==> config.mk <==
export PLATFORM = sky130hd
export DESIGN_NAME = signed_decimal_subtractor
export DESIGN_NICKNAME = d
export VERILOG_FILES = /design/src/sv/sds_pkg.sv /design/src/sv/signed_decimal_subtractor.sv /design/src/sv/sds_digit_prep.sv
export SDC_FILE = /design/constraint.sdc
export NUM_CORES = 1
export LEC_CHECK = 0
export BUFFER_PORTS_ARGS = -buffer_cell sky130_fd_sc_hd__buf_2
export CORE_MARGIN = 3
export CORE_UTILIZATION = 45
export DETAILED_ROUTE_END_ITERATION = 7
export PLACE_DENSITY = 0.7
export SLEW_MARGIN = 25
export SYNTH_ARGS = -nofsm -noshare
export SYNTH_HDL_FRONTEND = slang
export SYNTH_SLANG_ARGS = --single-unit
==> constraint.sdc <==
create_clock -name clk -period 32.7 [get_ports clk]
set_input_delay 8.175 -clock clk [delete_from_list [all_inputs] [get_ports clk]]
set_output_delay 8.175 -clock clk [all_outputs]
set_load 0.005 [all_outputs]
==> src/sv/sds_pkg.sv <==
package sds_pkg;

  localparam int MAX_DIGITS = 15;
  localparam int OUT_DIGITS = MAX_DIGITS + 1;
  localparam int DIGIT_W    = 4;
  localparam int IN_W       = MAX_DIGITS * DIGIT_W;
  localparam int OUT_W      = OUT_DIGITS * DIGIT_W;
  localparam int LEN_W      = 5;

  localparam logic [DIGIT_W-1:0] BCD_MAX   = 4'd9;
  localparam logic [DIGIT_W:0]   BCD_RADIX = 5'd10;
  localparam logic [LEN_W-1:0]   LEN_ONE   = 5'd1;

  typedef logic [DIGIT_W-1:0] digit_t;

  // Per-digit carry/borrow generate and propagate terms plus the bad-digit flag.
  typedef struct packed {
    logic [MAX_DIGITS-1:0] add_gen;
    logic [MAX_DIGITS-1:0] add_prop;
    logic [MAX_DIGITS-1:0] sub_gen;
    logic [MAX_DIGITS-1:0] sub_prop;
    logic [MAX_DIGITS-1:0] rsub_gen;
    logic [MAX_DIGITS-1:0] rsub_prop;
    logic                  bad;
  } sds_flags_t;

endpackage

==> src/sv/signed_decimal_subtractor.sv <==
// Signed packed-BCD subtractor: result = a - b, where a carries a sign flag and
// b is a non-negative magnitude, both DIGITS BCD digits wide (least significant
// nibble first, nibbles above DIGITS ignored). A negative a yields -(|a| + b),
// with the final carry kept in a sixteenth digit; otherwise the magnitudes are
// compared and the smaller is subtracted from the larger. The result is a sign,
// a 16-digit BCD magnitude and its count of significant digits (zero counts as
// one and is never negative). Any used nibble above nine sets digit_error and
// forces the result to plain zero. Rate: one item per cycle while the output is
// not stalled; each item passes through the four register stages. The
// four-stage pipeline is digit generate/propagate, carry and borrow chains, digit
// correction and select, then length count and final fixup. A stall on the output
// freezes all stages together and is passed straight back as in_stall.
module signed_decimal_subtractor
  import sds_pkg::*;
#(
  parameter int DIGITS = MAX_DIGITS
) (
  input  logic             clk,
  input  logic             rst,
  input  logic             in_valid,
  output logic             in_stall,
  input  logic [IN_W-1:0]  a_magnitude,
  input  logic             a_negative,
  input  logic [IN_W-1:0]  b_magnitude,
  output logic             out_valid,
  input  logic             out_stall,
  output logic [OUT_W-1:0] result_digits,
  output logic             result_negative,
  output logic [LEN_W-1:0] result_length,
  output logic             digit_error
);

  // Whole pipeline advances together; held only when the output item is blocked.
  logic advance;
  assign advance  = !(out_valid && out_stall);
  assign in_stall = !advance;

  // ---------------- Stage 1: mask, generate/propagate, bad-digit check
  logic [IN_W-1:0] a_used;
  logic [IN_W-1:0] b_used;
  sds_flags_t      flags_c;

  sds_digit_prep #(.DIGITS(DIGITS)) u_prep (
    .a_mag  (a_magnitude),
    .b_mag  (b_magnitude),
    .a_used (a_used),
    .b_used (b_used),
    .flags  (flags_c)
  );

  logic            v1;
  logic [IN_W-1:0] a1;
  logic [IN_W-1:0] b1;
  logic            neg1;
  sds_flags_t      flags1;

  always_ff @(posedge clk) begin
    if (rst) begin
      v1 <= 1'b0;
    end else if (advance) begin
      v1 <= in_valid;
    end
    if (advance) begin
      a1     <= a_used;
      b1     <= b_used;
      neg1   <= a_negative;
      flags1 <= flags_c;
    end
  end

  // ---------------- Stage 2: decimal carry and borrow chains
  logic [MAX_DIGITS:0] add_c;
  logic [MAX_DIGITS:0] sub_c;
  logic [MAX_DIGITS:0] rsub_c;

  always_comb begin
    add_c[0]  = 1'b0;
    sub_c[0]  = 1'b0;
    rsub_c[0] = 1'b0;
    for (int i = 0; i < MAX_DIGITS; i++) begin
      add_c[i+1]  = flags1.add_gen[i]  | (flags1.add_prop[i]  & add_c[i]);
      sub_c[i+1]  = flags1.sub_gen[i]  | (flags1.sub_prop[i]  & sub_c[i]);
      rsub_c[i+1] = flags1.rsub_gen[i] | (flags1.rsub_prop[i] & rsub_c[i]);
    end
  end

  logic                v2;
  logic [IN_W-1:0]     a2;
  logic [IN_W-1:0]     b2;
  logic                neg2;
  logic                bad2;
  logic [MAX_DIGITS:0] add_c2;
  logic [MAX_DIGITS:0] sub_c2;
  logic [MAX_DIGITS:0] rsub_c2;

  always_ff @(posedge clk) begin
    if (rst) begin
      v2 <= 1'b0;
    end else if (advance) begin
      v2 <= v1;
    end
    if (advance) begin
      a2      <= a1;
      b2      <= b1;
      neg2    <= neg1;
      bad2    <= flags1.bad;
      add_c2  <= add_c;
      sub_c2  <= sub_c;
      rsub_c2 <= rsub_c;
    end
  end

  // ---------------- Stage 3: per-digit correction and branch select
  logic [OUT_W-1:0] mag_c;
  logic             a_below_b;

  // Final borrow of a - b means a < b.
  assign a_below_b = sub_c2[MAX_DIGITS];

  always_comb begin
    digit_t           da;
    digit_t           db;
    logic [DIGIT_W:0] s;
    logic [DIGIT_W:0] t;
    mag_c = '0;
    s     = '0;
    t     = '0;
    for (int i = 0; i < MAX_DIGITS; i++) begin
      da = a2[i*DIGIT_W +: DIGIT_W];
      db = b2[i*DIGIT_W +: DIGIT_W];
      if (neg2) begin
        s = {1'b0, da} + {1'b0, db} + {{DIGIT_W{1'b0}}, add_c2[i]};
        if (s > {1'b0, BCD_MAX}) begin
          s = s - BCD_RADIX;
        end
        mag_c[i*DIGIT_W +: DIGIT_W] = s[DIGIT_W-1:0];
      end else begin
        if (a_below_b) begin
          t = {1'b0, db} - {1'b0, da} - {{DIGIT_W{1'b0}}, rsub_c2[i]};
        end else begin
          t = {1'b0, da} - {1'b0, db} - {{DIGIT_W{1'b0}}, sub_c2[i]};
        end
        if (t[DIGIT_W]) begin
          t = t + BCD_RADIX;
        end
        mag_c[i*DIGIT_W +: DIGIT_W] = t[DIGIT_W-1:0];
      end
    end
    // Extra top digit only ever holds the carry out of a magnitude add.
    mag_c[MAX_DIGITS*DIGIT_W +: DIGIT_W] = {{(DIGIT_W-1){1'b0}}, neg2 & add_c2[MAX_DIGITS]};
  end

  logic             v3;
  logic [OUT_W-1:0] mag3;
  logic             neg3;
  logic             bad3;

  always_ff @(posedge clk) begin
    if (rst) begin
      v3 <= 1'b0;
    end else if (advance) begin
      v3 <= v2;
    end
    if (advance) begin
      mag3 <= mag_c;
      neg3 <= neg2 | a_below_b;
      bad3 <= bad2;
    end
  end

  // ---------------- Stage 4: significant length, zero sign, bad-digit override
  logic [LEN_W-1:0] len_c;
  logic             nonzero_c;

  always_comb begin
    len_c     = LEN_ONE;
    nonzero_c = 1'b0;
    for (int i = 0; i < OUT_DIGITS; i++) begin
      if (mag3[i*DIGIT_W +: DIGIT_W] != '0) begin
        len_c     = LEN_W'(i + 1);
        nonzero_c = 1'b1;
      end
    end
  end

  always_ff @(posedge clk) begin
    if (rst) begin
      out_valid <= 1'b0;
    end else if (advance) begin
      out_valid <= v3;
    end
    if (advance) begin
      if (bad3) begin
        result_digits   <= '0;
        result_negative <= 1'b0;
        result_length   <= LEN_ONE;
      end else begin
        result_digits   <= mag3;
        result_negative <= neg3 & nonzero_c;
        result_length   <= len_c;
      end
      digit_error <= bad3;
    end
  end

  // ---------------- Checks
  a_bad_is_zero: assert property (@(posedge clk) disable iff (rst)
    out_valid && digit_error |->
      result_digits == '0 && !result_negative && result_length == LEN_ONE)
    else $error("bad-digit item did not produce plain zero");

  a_neg_nonzero: assert property (@(posedge clk) disable iff (rst)
    out_valid && result_negative |-> result_digits != '0)
    else $error("negative zero result");

  a_len_range: assert property (@(posedge clk) disable iff (rst)
    out_valid |-> result_length >= LEN_ONE && result_length <= LEN_W'(OUT_DIGITS))
    else $error("result length out of range");

  a_stall_cause: assert property (@(posedge clk) disable iff (rst)
    in_stall |-> out_valid && out_stall)
    else $error("input stalled without output backpressure");

  a_entry_tracked: assert property (@(posedge clk) disable iff (rst)
    in_valid && !in_stall |=> v1)
    else $error("accepted item lost at stage one");

endmodule

==> src/sv/sds_digit_prep.sv <==
module sds_digit_prep
  import sds_pkg::*;
#(
  parameter int DIGITS = MAX_DIGITS
) (
  input  logic [IN_W-1:0] a_mag,
  input  logic [IN_W-1:0] b_mag,
  output logic [IN_W-1:0] a_used,
  output logic [IN_W-1:0] b_used,
  output sds_flags_t      flags
);

  always_comb begin
    digit_t          da;
    digit_t          db;
    logic [DIGIT_W:0] s;
    a_used = '0;
    b_used = '0;
    flags  = '0;
    for (int i = 0; i < MAX_DIGITS; i++) begin
      if (i < DIGITS) begin
        a_used[i*DIGIT_W +: DIGIT_W] = a_mag[i*DIGIT_W +: DIGIT_W];
        b_used[i*DIGIT_W +: DIGIT_W] = b_mag[i*DIGIT_W +: DIGIT_W];
      end
      da = a_used[i*DIGIT_W +: DIGIT_W];
      db = b_used[i*DIGIT_W +: DIGIT_W];
      s  = {1'b0, da} + {1'b0, db};
      flags.add_gen[i]   = (s > {1'b0, BCD_MAX});
      flags.add_prop[i]  = (s == {1'b0, BCD_MAX});
      flags.sub_gen[i]   = (da < db);
      flags.sub_prop[i]  = (da == db);
      flags.rsub_gen[i]  = (db < da);
      flags.rsub_prop[i] = (da == db);
      if ((da > BCD_MAX) || (db > BCD_MAX)) begin
        flags.bad = 1'b1;
      end
    end
  end

endmodule
==> results.cfg, run 1 <==
[detailed_routing]
wl_um = 64900
drt_pre_antenna_iters = 7
ant_nets = 0
wl_per_cell_um = 17.1
drc = 0
route.vias.total = 19455
drt_iter0_drc = 1325
via_per_inst = 5.13

[outcome]
status = finished clean

[global_routing]
grt_pass1_vias = 20275
grt_pass1_wl_um = 104000
gr-total-overflow = 0
grt_usage_pct = 17.7
grt_max_degree = 171
antenna_found_initial = 1

[worst_setup_path]
critPathMostFrequentCell = buf_2
critPathKind = input port to output port
r2r-start = out_valid$_SDFFE_PP0N_
cp.required_ns = 24.52
crit_slowest_cell = nand2_8
cp-start-kind = input port
end_kind = output port
crit_arrival_ns = 9.11
cp-startpoint = out_stall
cp_max_fo = 80
crit_chain = buf_2, nand2_8, inv_1, buf_2
critPathMaxStageDelay_ns = 0.40

[clocking]
post_cts_buffers = 0
ctsResizeCount = 0
postCtsHoldBufs = 0
htree_levels = 2
cts_tree = done
cts_buffers = 53
cts-root-buf = clkbuf_16
clock_sinks = 494
clk_latency_ns = 0.61
clkTransAtPathRegs_ns = 0.06
clk_path_buf_depth = 3

[placed_design]
hpwl_um = 50800
dpl.cell_count = 3693
gp_congestion = 0.871
io_buffers = 194
dp_slack_ns = 15.01

[timing]
max_freq_mhz = 57.8
setup_tns_ns = 0
slew_viol_final = 0
setup_violations = 0
tightestPinTransition_ns = 1.01
fin_ws_ns = 15.41
report.final.hold_viol_count = 0
fin_crit_sh_pct = 52.9
fin_skew_ns = 0.0254
fin_crit_ns = 17.29
slew_headroom_pct = 32.2
grt_setup_unrepaired = false

[worst_hold_path]
min-delay-start = b1[13]$_DFFE_PN_
hold_class = register to register

[flow_run]
drv_cap = 0

[finish]
layout_common_cells = edfxtp_1 (490), ha_1 (387), inv_1 (338), buf_2 (194), a21oi_1 (166)
syn_to_final_growth_pct = 11.6
fin_nets = 3431
drive_gt1_share_pct = 12.2
layout_commonest_cell = edfxtp_1
fin_cells = 3789

[die]
start_util_pct = 45.6
die_x_um = 270
io_pins = 198
num_rows = 96
dieHeight_um = 270
placeableCoreArea_um2 = 68700
dieArea_um2 = 72700

[power_and_ir_drop]
power.leakage_uw = 0.0154
pwr_density_cell_nw_per_um2 = 54.6
irDropWorstVdd_mv = 0.0382
totalPowerFinal_uw = 1910

[synthesis]
syn-instance-count = 2609
yosysWarningCount = 0
synthFlopType = edfxtp_1
ys_seq_area_share_pct = 47.3
synthArstFlopShare_pct = 0
synth_enable_flop_cells = 490
yosys.area.top_type = edfxtp_1
ys_types = 58
avgSynthCellArea_um2 = 12.0
ys_ff_latch = 494
ys_top_cells_by_area = edfxtp_1 (47%), ha_1 (15%), fa_1 (6.5%)
synth_area_um2 = 31300
synth_top_area_share_pct = 47.0
[area by class of cell]
type / count / area (um^2)
Antenna cell: 1 / 2.50
Clock buffer: 58 / 1350
Clock inverter: 37 / 309
Fill cell: 5911 / 33800
Inverter: 338 / 1270
Multi-Input combinational cell: 1726 / 15000
Sequential cell: 494 / 14800
Tap cell: 931 / 1160
Timing Repair Buffer: 204 / 1060
[final timing paths]
kind | end | slack, ns | cells past startpoint
min | b2[13]$_DFFE_PN_ | 0.41 | 0
max reg2reg | a2[4]$_DFFE_PN_ | 28.97 | 4
min reg2reg | b2[13]$_DFFE_PN_ | 0.41 | 0
max | in_stall | 15.41 | 4
[synth_stat cells (4+ instances only)]
cell type,number
a21boi_0,14
a21o_1,45
a21oi_1,166
and2_1,4
and3_1,15
and4_1,11
buf_2,21
buf_4,9
clkbuf_1,22
dfxtp_1,4
edfxtp_1,490
fa_1,102
ha_1,387
inv_1,338
mux2_1,4
mux2_2,42
mux2i_1,58
nand2_1,81
nand2b_1,50
nand3_1,19
nand3b_1,29
nand4_1,8
nor2_1,142
nor2b_1,79
nor3_1,11
nor3b_1,14
nor4_1,12
nor4bb_1,14
o21a_1,5
o21ai_0,127
o21bai_1,46
o221a_2,14
o31a_1,14
or4_1,8
xnor2_1,157
xor2_1,15
[power breakdown]
group | switching (uW) | total, uW | internal [uW] | leakage (uW)
Clock | 244 | 566 | 321 | 0.000792
Sequential | 44.2 | 834 | 790 | 0.00534
Combinational | 269 | 510 | 240 | 0.00931
[state kept, by name, summed over array words and instances, names as in the netlist, 5 cells and up]
| register | cells |
|---|---|
| a2 | 60 |
| add_c2 | 15 |
| flags1 | 72 |
| rsub_c2 | 14 |
| a1 | 60 |
| mag3 | 61 |
| result_digits | 60 |
| sub_c2 | 15 |
| b2 | 60 |
| result_length | 5 |
| b1 | 60 |
[stage by stage]
stage	util [%]	instance area, um^2	hold slack (ns)
after floorplan	-	31300	0.400
after detailed placement	48.4	33300	0.405
final	50.9	34900	0.410
after global routing	50.8	34900	0.419
after CTS	50.8	34900	0.413
after global placement	48.4	33300	0.400
[kinds of logic (layout without fill, tap and decap cells)]
kind of cell	count (synthesis)	after routing	synth area share [%]
flip-flops	494	494	47.3
XOR/XNOR	172	172	4.81
adder cells (fa/ha/maj)	489	489	22.0
other	1	4	0.0120
buffers and inverters	391	637	4.91
multiplexers	104	104	3.51
AND/OR/NAND/NOR	501	501	8.57
AO/OA/AOI/OAI	457	457	8.92
[metal layers]
layer	routed length [um]	global-route usage [%]	part of all wire [%]
met5	0	0	0
met4	2860	7.84	4.4
met3	2540	2.56	3.9
met2	31200	30.4	48
met1	28300	22.4	44
[critical path, delay by kind of cell]
kind	cells	cell delay (ns)
and+or+nand+nor	1	0.40
buffers and inverters	3	0.52
Note: power is estimated with default switching activity, not from simulation.
==> run 2: changes to the inputs <==
==> constraint.sdc (replaced) <==
create_clock -name clk -period 15.93 [get_ports clk]
set_input_delay 3.9825 -clock clk [delete_from_list [all_inputs] [get_ports clk]]
set_output_delay 3.9825 -clock clk [all_outputs]
set_load 0.005 [all_outputs]
==> run 2 against run 1 <==
Net effect:
- critical path depth did not move
- die area did not move
- core utilization rose by 0.16 points
- global-route usage rose by 0.11 points
- hold slack improved by 0.0027 ns
- sequential cell count did not move
- largest cell class unchanged
- via count fell by 0.32%
- non-clock buffer count rose by 1
- clock-buffer cell count rose by 5
- first-iteration DRC count fell by 1.3%
- combinational power rose by 110%
- highest routed layer is now met5
==> results.cfg, run 2 (synthesis results as in run 1) <==
[finish]
diodes = 0
largest-register = flags1
layout_common_cells = edfxtp_1 (490), ha_1 (387), inv_1 (338), buf_2 (194), a21oi_1 (166)
largest_reg_flops = 72
final_util_pct = 51.0
fin_cells = 3794
seq_area_um2 = 14800
fin_nets = 3434
syn_to_final_growth_pct = 12.0
multi_input_area_um2 = 15000
fill_cells = 5991
reg_top3 = flags1 (72), mag3 (61)
layout_commonest_cell = edfxtp_1
drive_gt1_share_pct = 12.3

[power_and_ir_drop]
totalPowerFinal_uw = 3990
power.leakage_uw = 0.0155
irDropWorstVdd_mv = 0.0785
pwr_density_cell_nw_per_um2 = 114

[flow_run]
drv_cap = 0

[die]
placeableCoreArea_um2 = 68700
start_util_pct = 45.6
die_x_um = 270
dieHeight_um = 270
num_rows = 96
io_pins = 198
dieArea_um2 = 72700

[worst_setup_path]
rrSetupSlack_ns = 12.75
end_kind = output port
critPathMostFrequentCell = buf_2
crit_chain = buf_2, nand2_8, inv_1, buf_2
cp.required_ns = 11.95
critPathTopFamily = simple AND/OR/NAND/NOR gates
crit_slowest_cell = nand2_8
critPathMaxStageDelay_ns = 0.57
crit_arrival_ns = 5.11
critPathKind = input port to output port
cp-start-kind = input port
crit_buf_inv = 3
cp_max_fo = 113

[placed_design]
io_buffers = 194
dpl.cell_count = 3693
gp_congestion = 0.843
hpwl_um = 50500

[clocking]
clkTransAtPathRegs_ns = 0.06
cts-root-buf = clkbuf_16
clock_sinks = 494
post_cts_buffers = 0
cts_tree = done
postCtsHoldBufs = 0
clk_path_buf_depth = 3
clk_latency_ns = 0.61
cts_buffers = 55
htree_levels = 2
ctsResizeCount = 0

[global_routing]
gr-total-overflow = 0
grt_max_degree = 172
grt_usage_pct = 17.8
antenna_found_initial = 4
grt_pass1_vias = 20252
grt_pass1_wl_um = 105000

[detailed_routing]
wl_um = 65300
drc = 0
ant_nets = 0
wl_per_cell_um = 17.2
drt_pre_antenna_iters = 5
via_per_inst = 5.11
route.vias.total = 19392
drt_iter0_drc = 1308

[timing]
max_freq_mhz = 110
fin_crit_ns = 9.09
fin_crit_sh_pct = 57.1
grt_setup_unrepaired = false
fin_skew_ns = 0.0235
slew_viol_final = 0
tightestPinTransition_ns = 1.06
whs_ns = 0.413
slew_headroom_pct = 28.9
setup_violations = 0
report.final.hold_viol_count = 0
setup_tns_ns = 0

[outcome]
status = finished clean

[worst_hold_path]
hold_class = register to register
run 2: power breakdown:
part	switching (uW)	internal, uW
logic	557	495
clock network	521	702
registers	91.8	1620
total	1170	2820
run 2: per-stage QoR:
step	setup WS (ns)	cell area [um^2]
2_1_floorplan	1.31	31300
3_3_place_gp	6.82	33300
3_5_place_dp	6.79	33300
4_1_cts	6.79	35000
5_1_grt	6.66	35000
6_report	6.84	35000
run 2: layout make-up:
| class | count | area share (%) |
|---|---|---|
| Clock inverter | 37 | 0.943 |
| Inverter | 338 | 3.62 |
| Timing Repair Buffer | 205 | 3.11 |
| Multi-Input combinational cell | 1726 | 42.8 |
| Clock buffer | 63 | 4.01 |
| Tap cell | 931 | 3.32 |
| Sequential cell | 494 | 42.2 |
run 2: per-layer routing:
layer	share of wire [%]	global-route usage (%)	up-vias	wire length, um
li1	-	-	9513	-
met1	43	22.5	9336	28100
met2	49	31.1	411	32000
met3	4.3	2.79	124	2830
met4	3.4	6.41	8	2250
met5	0.074	0	-	48
run 2: final timing paths:
check,from,to,cells after the start
worst max-delay path,out_stall,in_stall,4
worst min-delay path,b1[14]$_DFFE_PN_,b2[14]$_DFFE_PN_,0
worst max register to register,sub_c2[15]$_DFFE_PN_,mag3[22]$_DFFE_PN_,7
worst min register to register,b1[14]$_DFFE_PN_,b2[14]$_DFFE_PN_,0
==> run 3: changes to the inputs <==
==> constraint.sdc (replaced) <==
create_clock -name clk -period 9.44 [get_ports clk]
set_input_delay 2.36 -clock clk [delete_from_list [all_inputs] [get_ports clk]]
set_output_delay 2.36 -clock clk [all_outputs]
set_load 0.005 [all_outputs]
==> run 3 against run 2 <==
Net effect:
- first-iteration DRC count is 7.8% lower
- critical path type unchanged
- sequential cell count stayed put
- die area stayed put
- design area is 0.19% lower
- sequential power is 70% higher
- routed wire length is 0.53% higher
- clock skew is 0.0046 ns lower
- largest power group unchanged
- non-clock buffer count is 1 higher
==> results.cfg, run 3 (synthesis results as in run 1) <==
[worst_setup_path]
critPathKind = input port to output port
critPathTopFamily = simple AND/OR/NAND/NOR gates
critPathMaxStageDelay_ns = 0.62
cp_max_fo = 121
r2r-start = sub_c2[15]$_DFFE_PN_
crit_buf_inv = 3
rrSetupSlack_ns = 6.05
r2r.worst_path.cells = 7
crit_slowest_cell = nand2_8
crit_arrival_ns = 3.55
crit_chain = buf_2, nand2_8, inv_1, buf_2
r2r_end = mag3[38]$_DFFE_PN_
cp-start-kind = input port
cp.required_ns = 7.08
critPathMostFrequentCell = buf_2
end_kind = output port

[global_routing]
grt_usage_pct = 18.0
antenna_found_initial = 0
grt_max_degree = 168
gr-total-overflow = 0
grt_pass1_vias = 20314
grt_pass1_wl_um = 105000

[detailed_routing]
route.vias.total = 19473
drc = 0
drt_pre_antenna_iters = 5
ant_nets = 0
via_per_inst = 5.14
wl_per_cell_um = 17.3
wl_um = 65600
drt_iter0_drc = 1206

[finish]
drive_gt1_share_pct = 12.3
final_util_pct = 50.9
layout_commonest_cell = edfxtp_1
largest_reg_flops = 72
fin_cells = 3789
reg_top3 = flags1 (72), mag3 (61)
diodes = 0
layout_common_cells = edfxtp_1 (490), ha_1 (387), inv_1 (338), buf_2 (194), a21oi_1 (166)
fin_nets = 3432
fill_cells = 6006
syn_to_final_growth_pct = 11.8
largest-register = flags1

[die]
num_rows = 96
dieHeight_um = 270
dieArea_um2 = 72700
io_pins = 198
die_x_um = 270
start_util_pct = 45.6
placeableCoreArea_um2 = 68700

[timing]
fin_crit_sh_pct = 62.6
setup_violations = 0
max_freq_mhz = 169
fin_skew_ns = 0.0189
fin_crit_ns = 5.91
setup_tns_ns = 0
report.final.hold_viol_count = 0
grt_setup_unrepaired = false
tightestPinTransition_ns = 0.989
whs_ns = 0.409
slew_viol_final = 0
slew_headroom_pct = 34.1

[power_and_ir_drop]
power.leakage_uw = 0.0155
irDropWorstVdd_mv = 0.127
pwr_density_cell_nw_per_um2 = 191

[clocking]
clkTransAtPathRegs_ns = 0.06
clk_latency_ns = 0.60
htree_levels = 2
postCtsHoldBufs = 0
ctsResizeCount = 0
cts_tree = done
clk_path_buf_depth = 3
post_cts_buffers = 0
cts-root-buf = clkbuf_16
clock_sinks = 494
cts_buffers = 52

[placed_design]
gp_congestion = 0.911
hpwl_um = 51300
dpl.cell_count = 3693
io_buffers = 194

[worst_hold_path]
hold_class = register to register
min_path_cells = 0
min_to = b2[58]$_DFFE_PN_
min-delay-start = b1[58]$_DFFE_PN_

[outcome]
status = finished clean

[flow_run]
drv_cap = 0
-- run 3: how the worst max path moves through the flow --
stage                    from        to  slack [ns]  cells after the start
floorplan           out_stall  in_stall        0.89                      2
detailed placement  out_stall  in_stall        3.49                      4
CTS                 out_stall  in_stall        3.49                      4
finish              out_stall  in_stall        3.53                      4
global route        out_stall  in_stall        3.38                      4
global placement    out_stall  in_stall        3.56                      4
-- run 3: through the flow --
step	setup WS [ns]	power, uW	area (um^2)
2_1_floorplan	0.892	4220	31300
3_3_place_gp	3.56	4610	33300
3_5_place_dp	3.49	4710	33300
4_1_cts	3.49	6730	34900
5_1_grt	3.38	7080	35000
6_report	3.53	6670	35000
-- run 3: power by group --
part	total, uW	internal, uW	switching [uW]
sequential	2900	2740	161
combinational	1770	833	940
clock	2000	1160	839
total	6670	4730	1940
-- run 3: layout make-up --
| cell class | instances | area, um^2 | share of cell area [%] |
|---|---|---|---|
| clock buffer | 59 | 1350 | 3.86 |
| clock inverter | 35 | 312 | 0.891 |
| inverter | 338 | 1270 | 3.63 |
| multi-input combinational | 1726 | 15000 | 42.9 |
| sequential | 494 | 14800 | 42.3 |
| tap | 931 | 1160 | 3.33 |
| timing repair buffer | 206 | 1100 | 3.15 |
-- run 3: layer usage --
layer / part of all wire [%] / vias up / GRT usage [%] / wire (um)
met5: 0 / - / 0 / 0
met4: 3.4 / 0 / 6.94 / 2230
met3: 4.1 / 138 / 2.71 / 2720
met2: 50 / 386 / 31.9 / 32600
met1: 43 / 9452 / 22.2 / 28100
li1: - / 9497 / - / -
-- run 3: worst register-to-register path: stages, from the launching register on --
cell      delay, ns
edfxtp_1       0.32
buf_4          0.56
buf_4          0.92
mux2i_1        0.33
xnor2_1        0.16
ha_1           0.26
mux2_1         0.32
o221a_2        0.29
